<file path="config.mk">
export PLATFORM = sky130hd
export DESIGN_NAME = rbf_cmd_q
export DESIGN_NICKNAME = d
export VERILOG_FILES = /design/src/rbf_pkg.sv /design/src/rbf_cmd_q.sv
export SDC_FILE = /design/constraint.sdc
export NUM_CORES = 1
export LEC_CHECK = 0
export BUFFER_PORTS_ARGS = -buffer_cell sky130_fd_sc_hd__buf_2
export CAP_MARGIN = 20
export CORE_MARGIN = 3
export CORE_UTILIZATION = 45
export DETAILED_ROUTE_END_ITERATION = 10
export PLACE_DENSITY = 0.7
export SYNTH_ARGS = -nofsm -noshare
export SYNTH_HDL_FRONTEND = slang
export SYNTH_SLANG_ARGS = --single-unit
</file>
<file path="constraint.sdc">
create_clock -name i_clk -period 2.2 [get_ports i_clk]
set_clock_uncertainty 0.05 [all_clocks]
set_input_delay 0.66 -clock i_clk [delete_from_list [all_inputs] [get_ports i_clk]]
set_output_delay 0.66 -clock i_clk [all_outputs]
set_load 0.01 [all_outputs]
</file>
<file path="src/rbf_pkg.sv">
// Shared types and constants for the ring buffer burst FIFO.
package rbf_pkg;

    localparam int CNT_W  = 7;
    localparam int WORD_W = 32;

    // Classified burst command handed from the front to the back.
    typedef struct packed {
        logic             is_read;
        logic [CNT_W-1:0] grant;
    } t_cmd;

endpackage

</file>
<file path="src/rbf_cmd_q.sv">
// Two-entry command queue between the front and the back.
module rbf_cmd_q
    import rbf_pkg::*;
(
    input  logic i_clk,
    input  logic i_rst_n,
    input  logic i_push,
    input  t_cmd i_cmd,
    input  logic i_pop,
    output t_cmd o_cmd,
    output logic o_full,
    output logic o_empty
);

    t_cmd       r_slot [2];
    logic       r_wp;
    logic       r_rp;
    logic [1:0] r_cnt;

    assign o_cmd   = r_slot[r_rp];
    assign o_full  = (r_cnt == 2'd2);
    assign o_empty = (r_cnt == 2'd0);

    // Hold queued commands
    always_ff @(posedge i_clk) begin
        if (i_push) begin
            r_slot[r_wp] <= i_cmd;
        end
    end

    // Advance pointers and fill count
    always_ff @(posedge i_clk) begin
        if (!i_rst_n) begin
            r_wp  <= 1'b0;
            r_rp  <= 1'b0;
            r_cnt <= 2'd0;
        end else begin
            if (i_push) begin
                r_wp <= ~r_wp;
            end
            if (i_pop) begin
                r_rp <= ~r_rp;
            end
            unique case ({i_push, i_pop})
                2'b10:   r_cnt <= r_cnt + 2'd1;
                2'b01:   r_cnt <= r_cnt - 2'd1;
                default: r_cnt <= r_cnt;
            endcase
        end
    end

endmodule

</file>
==> key figures <==
Synthesis
  – Number of synthesized flops with an enable pin: 16
  – Ys flop type: edfxtp_1
  – Largest area contributor in the netlist: edfxtp_1
  – Async SR Flop Fraction: 0%
  – Flops & latches, synth: 21
  – Ranking of synthesized cells by area: edfxtp_1 61%, dfxtp_1 13%, mux2_2 11%
  – Post-synth top area share: between 60 and 70%
  – Mapped Area: around 790 um^2
  – Synth warn: 0
  – Most frequent cell after synthesis: edfxtp_1
  – Sequential-to-total area share from yosys stat: approximately three quarters
  – Avg Inst Size Synth: approximately 17 um^2
  – Unique masters post-synth: 16
  – Most instantiated cells after synthesis: 16 x edfxtp_1, 8 x mux2_2, 5 x dfxtp_1
  – Syn Nets: 60
  – Synthesized instance count: 47

Layout
  – Area delta synth->final: 19.4%
  – Share of layout cells above drive strength 1: a little under half
  – Nets: 86
  – Ant diodes: 0
  – Final non-filler cell total: 88

Route
  – Vias/cell: around 5
  – Drt total wl: 1120 um
  – Routed WL per cell: around 13 um
  – First-iteration detailed-routing DRC count: 2
  – Via Count: 440
  – Final ANT Viol Nets: 0
  – DRC viols: 0
  – TritonRoute pass-1 iters: 3

Clock tree
  – # clock sinks: 21
  – Hold buffers post-CTS: 0
  – Clock Path Buffers: 2
  – Post-cts sizing count: 0
  – CTS Buf Count: 3
  – Worst skew pair latency: 290 ps
  – Htree depth: 1
  – CTS Root Cell: clkbuf_4
  – Total setup buffers inserted after CTS: 0
  – Worst-path clk slew: about 110 ps
  – CTS tree: built

STA
  – Setup TNS: 0 ps
  – Slew HR: 74.3%
  – Upper clock frequency limit: 0.488 GHz
  – Final hold slack: 480 ps
  – Tightest Pin Transition: 385 ps
  – Tcrit/Tclk final: between 90 and 100%
  – Final setup viols: 0
  – RSZ-0062 raised after global routing: no
  – Slew Limit Fails: 0
  – Tmin final: around 2000 ps
  – Count of final hold-check violations: 0

Setup path
  – Worst EP arrival: 1340 ps
  – Type of origin of the critical path: flop
  – CP bufs+invs: 1
  – Crit path cell chain: mux2_2, buf_2
  – R2R cell count: 1
  – Critical path's largest stage delay: ~540 ps
  – Kind of critical path: flop to output port
  – Max stage delay cell, worst path: dfxtp_1
  – R2R Path Start: r_wp
  – Capturing point of the worst reg2reg path: r_slot[1][3]
  – CP endpoint kind: output port
  – Worst R2R Setup Slack: 1100 ps
  – Worst EP required: 1490 ps
  – Top Family by Delay on Critical Path: flip-flops
  – Largest fanout on the critical path: 8

Min path
  – HP Class: flop to flop
  – Hold Path Depth: 2
  – WHS Endpoint: r_cnt[1]
  – Worst Hold Launch: r_cnt[1]

Floorplanning
  – CORE AREA: 1580 um^2
  – Row cnt: 14
  – Die ar.: around 2300 um^2
  – Die height: 48.0 um
  – Width of the die: 48.0 um
  – Initial Util: 50.2%
  – # IOs: 22

GRT
  – Largest net degree at the start of global routing: 12
  – Initial antenna violation count: 0
  – Vias in the first global route: 415
  – Total track usage: 11.3%
  – First-pass GRT wire length: around 1700 um
  – Total gr overflow: 0

Power
  – Pwr dens: 789 nW/um^2
  – Pwr Total: approximately 750 uW
  – LEAKAGE: 0.000376 uW
  – Peak supply drop: 0.417 mV

Run
  – Max-cap violations: 0

Outcome
  – Outcome: finished clean

Placed design
  – Final Wtd Congestion: 0.614
  – Hpwl dp: 831 um
  – Placed cells: 84
  – IO Port Bufs: 21
-- state kept, by name (all words and copies together), names as in the netlist, named ones only --
register	count
r_wp	1
r_cnt	2
r_rp	1
r_slot	16
-- where the power goes --
| group | internal, uW | switching, uW |
|---|---|---|
| Clock | 70.4 | 107 |
| Sequential | 453 | 15.3 |
| Combinational | 55.7 | 44.6 |
-- final cells by class --
cell class	count	area [um^2]
Inverter	1	3.75
Sequential cell	21	581
Timing Repair Buffer	22	113
Fill cell	131	631
Multi-Input combinational cell	24	203
Tap cell	16	20.0
Clock buffer	4	26.3
-- cell usage in the layout, fill, tap and decap left out --
master    count
o21ai_0       1
buf_2        21
dfxtp_1       5
inv_1         1
clkbuf_1      1
clkbuf_4      3
xnor2_1       2
ha_1          1
nor2_1        2
edfxtp_1     16
xor2_1        1
and2_1        4
buf_4         1
or3_1         1
a21boi_1      1
mux2_2        8
o21a_1        1
nor2b_1       1
and2b_2       1
-- through the flow --
step                util, %  worst slack [ps]  cell area (um^2)
floorplan                 -               618               792
global placement       58.3               474               920
detailed placement     58.3               436               920
CTS                    60.0               124               946
global route           60.0              53.3               946
finish                 60.0               151               946
-- how the worst max path moves through the flow --
stage / startpoint / endpoint / slack, ps / depth (start not counted)
2_1_floorplan: i_push / r_cnt[1] / 620 / 4
3_3_place_gp: flop / o_cmd[0] / 470 / 2
3_5_place_dp: i_push / r_cnt[1] / 440 / 5
4_1_cts: flop / o_cmd[0] / 120 / 2
5_1_grt: flop / o_cmd[4] / 50 / 2
6_report: flop / o_cmd[0] / 150 / 2
-- logic make-up after synthesis --
group | Yosys count | share of synthesized area, %
DFF | 21 | 73.3
and+or+nand+nor | 9 | 6.79
muxes | 8 | 11.4
AOI/OAI and AO/OA | 3 | 2.53
xor gates and xnor gates | 3 | 3.32
buffers and inverters | 2 | 1.10
adders and majority gates | 1 | 1.58
-- routing by layer --
layer	wire length [um]	track usage, %	vias up
met5	0	0	-
met4	12	6.45	0
met3	44	3.38	2
met2	569	20.6	11
met1	495	11.3	204
li1	-	-	223
(Power assumes the default switching activity.)
