<file path="config.mk">
export PLATFORM = sky130hd
export DESIGN_NAME = rbf_front
export DESIGN_NICKNAME = d
export VERILOG_FILES = /design/src/rbf_pkg.sv /design/src/rbf_front.sv
export SDC_FILE = /design/constraint.sdc
export NUM_CORES = 1
export LEC_CHECK = 0
export ABC_AREA = 0
export BUFFER_PORTS_ARGS = -buffer_cell sky130_fd_sc_hd__clkbuf_2
export CORE_UTILIZATION = 50
export DETAILED_ROUTE_END_ITERATION = 8
export PLACE_DENSITY = 0.7
export SLEW_MARGIN = 30
export SYNTH_ARGS = -nofsm -noshare
export SYNTH_HDL_FRONTEND = slang
export SYNTH_SLANG_ARGS = --single-unit
</file>
<file path="constraint.sdc">
create_clock -name i_clk -period 9.6 [get_ports i_clk]
set_input_delay 1.92 -clock i_clk [delete_from_list [all_inputs] [get_ports i_clk]]
set_output_delay 1.92 -clock i_clk [all_outputs]
set_load 0.01 [all_outputs]
</file>
<file path="src/rbf_pkg.sv">
// Shared types and constants for the ring buffer burst FIFO.
package rbf_pkg;

    localparam int CNT_W  = 7;
    localparam int WORD_W = 32;

    // Classified burst command handed from the front to the back.
    typedef struct packed {
        logic             is_read;
        logic [CNT_W-1:0] grant;
    } t_cmd;

endpackage

</file>
<file path="src/rbf_front.sv">
// Front end: accepts requests, clips them to space or occupancy, tracks occupancy.
module rbf_front
    import rbf_pkg::*;
#(
    parameter int DEPTH     = 1024,
    parameter int MAX_BURST = 64
) (
    input  logic             i_clk,
    input  logic             i_rst_n,
    input  logic             i_accept,
    input  logic             i_func,
    input  logic [CNT_W-1:0] i_request_count,
    output t_cmd             o_cmd
);

    localparam int AW = (DEPTH > 1) ? $clog2(DEPTH) : 1;
    localparam int OW = AW + 1;
    localparam int CW = (OW > CNT_W) ? OW : CNT_W;

    logic [OW-1:0]    r_occ;
    logic [OW-1:0]    n_occ;
    logic [CNT_W-1:0] req_sat;
    logic [OW-1:0]    avail;
    logic [CW-1:0]    grant_w;

    // Saturate the request, then clip it to what the buffer allows
    always_comb begin
        req_sat = (i_request_count > CNT_W'(MAX_BURST)) ? CNT_W'(MAX_BURST)
                                                         : i_request_count;
        avail   = i_func ? r_occ : (OW'(DEPTH) - r_occ);
        grant_w = (CW'(req_sat) < CW'(avail)) ? CW'(req_sat) : CW'(avail);
        o_cmd.is_read = i_func;
        o_cmd.grant   = CNT_W'(grant_w);
        n_occ = i_func ? OW'(CW'(r_occ) - grant_w) : OW'(CW'(r_occ) + grant_w);
    end

    // Advance the occupancy on every accepted request
    always_ff @(posedge i_clk) begin
        if (!i_rst_n) begin
            r_occ <= '0;
        end else if (i_accept) begin
            r_occ <= n_occ;
        end
    end

endmodule

</file>
==> impl_metrics.json <==
{
  "status": "finished, final reports clean",
  "period_share": 0.709,
  "io_buffer_count": 18,
  "grt_use_met1": 0.313,
  "vias": 1462,
  "arrival_ns": 6.97,
  "drive_gt1_frac": 0.149,
  "relSlewSlack": 0.700,
  "fin_skew_ns": 0.00503,
  "grt_pass1_wl_um": 5980,
  "grt_antenna_before_repair": 0,
  "cts_buffer_depth": 2,
  "critPathKind": "primary input to flop",
  "syn_nets": 237,
  "fmax_mhz": 147,
  "fin_setup_tns_ns": 0,
  "yosysMostFrequentCell": "nand2_1",
  "path_clk_slew_ns": 0.08,
  "grt_usage": 0.227,
  "dieWidth_um": 58.4,
  "period_needed_ns": 6.81,
  "start_util": 0.526,
  "endpoint": "r_occ[10]",
  "stdcell_area_um2": 1730,
  "register_area_um2": 220,
  "async_flop_share": 0,
  "top_regs": "r_occ x11",
  "worstSetupStartpoint": "i_func",
  "synthesis.area_um2": 1590,
  "fillCellCount": 301,
  "ys_seq_area_frac": 0.138,
  "synth_cells": 208,
  "viasPerCell": 5.50,
  "cts_resized": 0,
  "wl_per_cell_um": 12.8,
  "hold_class": "flop to flop",
  "largest_register": "r_occ",
  "clock-root-buffer": "clkbuf_4",
  "multi_input_area_um2": 1270,
  "gp_congestion": 0.805,
  "synth_top_cell_area_share": 0.138,
  "r2r_cells": 24,
  "io-pin-count": 19,
  "finalHoldViolCount": 0,
  "synth_warnings": 0,
  "synth_ff_type": "dfxtp_1",
  "nets": 252,
  "r2r-end": "r_occ[10]",
  "postCtsSetupRepairBufs": 0,
  "cts-buffers-inserted": 3,
  "synth_cell_types": 47,
  "cts.sinks": 11,
  "drc_errors": 0,
  "worst_pin_slew_ns": 0.446,
  "drtPass1Iterations": 4,
  "antenna_cells": 0,
  "leakage_nw": 0.833,
  "die-area_um2": 3420,
  "use_met2": 0.353,
  "syn_area_per_cell_um2": 7.66,
  "reg2reg_slack_ns": 4.04,
  "dp_hpwl_um": 2750,
  "rows": 20,
  "setup_viol": 0,
  "p_per_area_nw_per_um2": 268,
  "use_met3": 0.0308,
  "dieHeight_um": 58.4,
  "largest_reg_flops": 11,
  "grt_pass1_vias": 1332,
  "start_kind": "primary input",
  "holdWs_ns": 0.577,
  "path_max_fanout": 23,
  "ctsHoldBuffers": 0,
  "cts_tree": "done",
  "end_kind": "flop",
  "coreArea_um2": 3030,
  "regToRegStartpoint": "r_occ[1]",
  "synth_edf_count": 0,
  "rsz0062_at_grt": "no",
  "ys_ff_latch": 11,
  "holdPathStages": 2,
  "ir_drop_uv": 138,
  "required_ns": 9.76,
  "clk_latency_ns": 0.27,
  "synth_top_cells_by_area": "dfxtp_1 14%, ha_1 13%, xnor2_1 7.7%",
  "routed_wl_um": 3400,
  "slew_viol_final": 0,
  "area.growth.synth_to_final_pct": 8.48,
  "max-cap-violations": 0,
  "ant_nets": 0,
  "dpl-instance-area_um2": 1700,
  "synth_top_area_cell": "dfxtp_1",
  "grt_overflow": 0,
  "ys_top_cells_by_count": "24 x nand2_1, 17 x ha_1, 17 x inv_1, 16 x nor2_1, 14 x xnor2_1",
  "htree_levels": 1,
  "drt_iter0_drc": 80,
  "grt_start_max_net_pins": 24,
  "busiest_layer": "met2"
}
metal layers:
metal	share of wire	wire (um)
met3	0.045	153
met4	0.017	59
met1	0.50	1710
met5	0	0
met2	0.44	1480
layout by cell type, fill, tap and decap left out, drive strengths merged, types with 7 or more instances in the layout:
cell type and n:
nand3 7, mux2i 12, inv 17, nand2 24, dfxtp 11, o21ai 7
ha 17, nor2 16, nor2b 12, clkbuf 22, xnor2 14
report_power, final:
part,switching (W),internal [W],total [W]
combinational,0.000182,0.000157,0.000339
clock,0.0000167,0.0000161,0.0000328
sequential,0.0000291,0.0000627,0.0000917
total,0.000228,0.000236,0.000464
kinds of logic (layout without fill, tap and decap cells):
kind of cell               Yosys count  count (layout)  share of synthesized area
adders and majority gates           18              18                      0.146
xor gates and xnor gates            14              14                     0.0770
AOI/OAI and AO/OA                   43              43                      0.198
buffers and inverters               25              39                     0.0628
muxes                               16              16                      0.106
and+or+nand+nor                     81              81                      0.272
DFF                                 11              11                      0.138
metrics by stage:
step | util | setup slack [ns] | std cells | total power [W]
after global routing | 0.571 | 2.47 | 266 | 0.000521
after floorplan | - | 2.78 | 208 | 0.000365
after global placement | 0.562 | 2.65 | 262 | 0.000426
after detailed placement | 0.562 | 2.54 | 262 | 0.000429
after CTS | 0.571 | 2.81 | 266 | 0.000467
final | 0.571 | 2.79 | 266 | 0.000464
critical path: stages:
cell	delay [ns]
clkbuf_2	0.35
mux2_2	0.40
inv_1	0.08
ha_1	0.23
o21a_1	0.17
o31a_1	0.09
o311a_1	0.28
a2111o_1	0.32
nand4_4	0.21
nand2_1	0.08
o21ai_0	0.14
inv_1	0.11
ha_1	0.31
mux2i_1	0.11
fa_1	0.46
a21o_1	0.17
a21oi_1	0.21
o21ai_0	0.15
or4_1	0.44
a41o_1	0.33
mux2i_1	0.14
a31oi_1	0.15
nand4_1	0.10
worst min-delay path by stage:
| stage | startpoint | to | slack, ns |
|---|---|---|---|
| after floorplan | r_occ[9] | r_occ[9] | 0.51 |
| after global placement | r_occ[8] | r_occ[8] | 0.55 |
| after detailed placement | r_occ[8] | r_occ[8] | 0.55 |
| after CTS | r_occ[8] | r_occ[8] | 0.58 |
| after global routing | r_occ[10] | r_occ[10] | 0.62 |
| final | r_occ[8] | r_occ[8] | 0.58 |
layout make-up:
class,count,area share
tap,44,0.0319
sequential,11,0.127
timing repair buffer,18,0.0521
multi-input combinational,172,0.736
inverter,17,0.0369
clock buffer,4,0.0152
No activity file was read; power rests on OpenSTA's default activity.
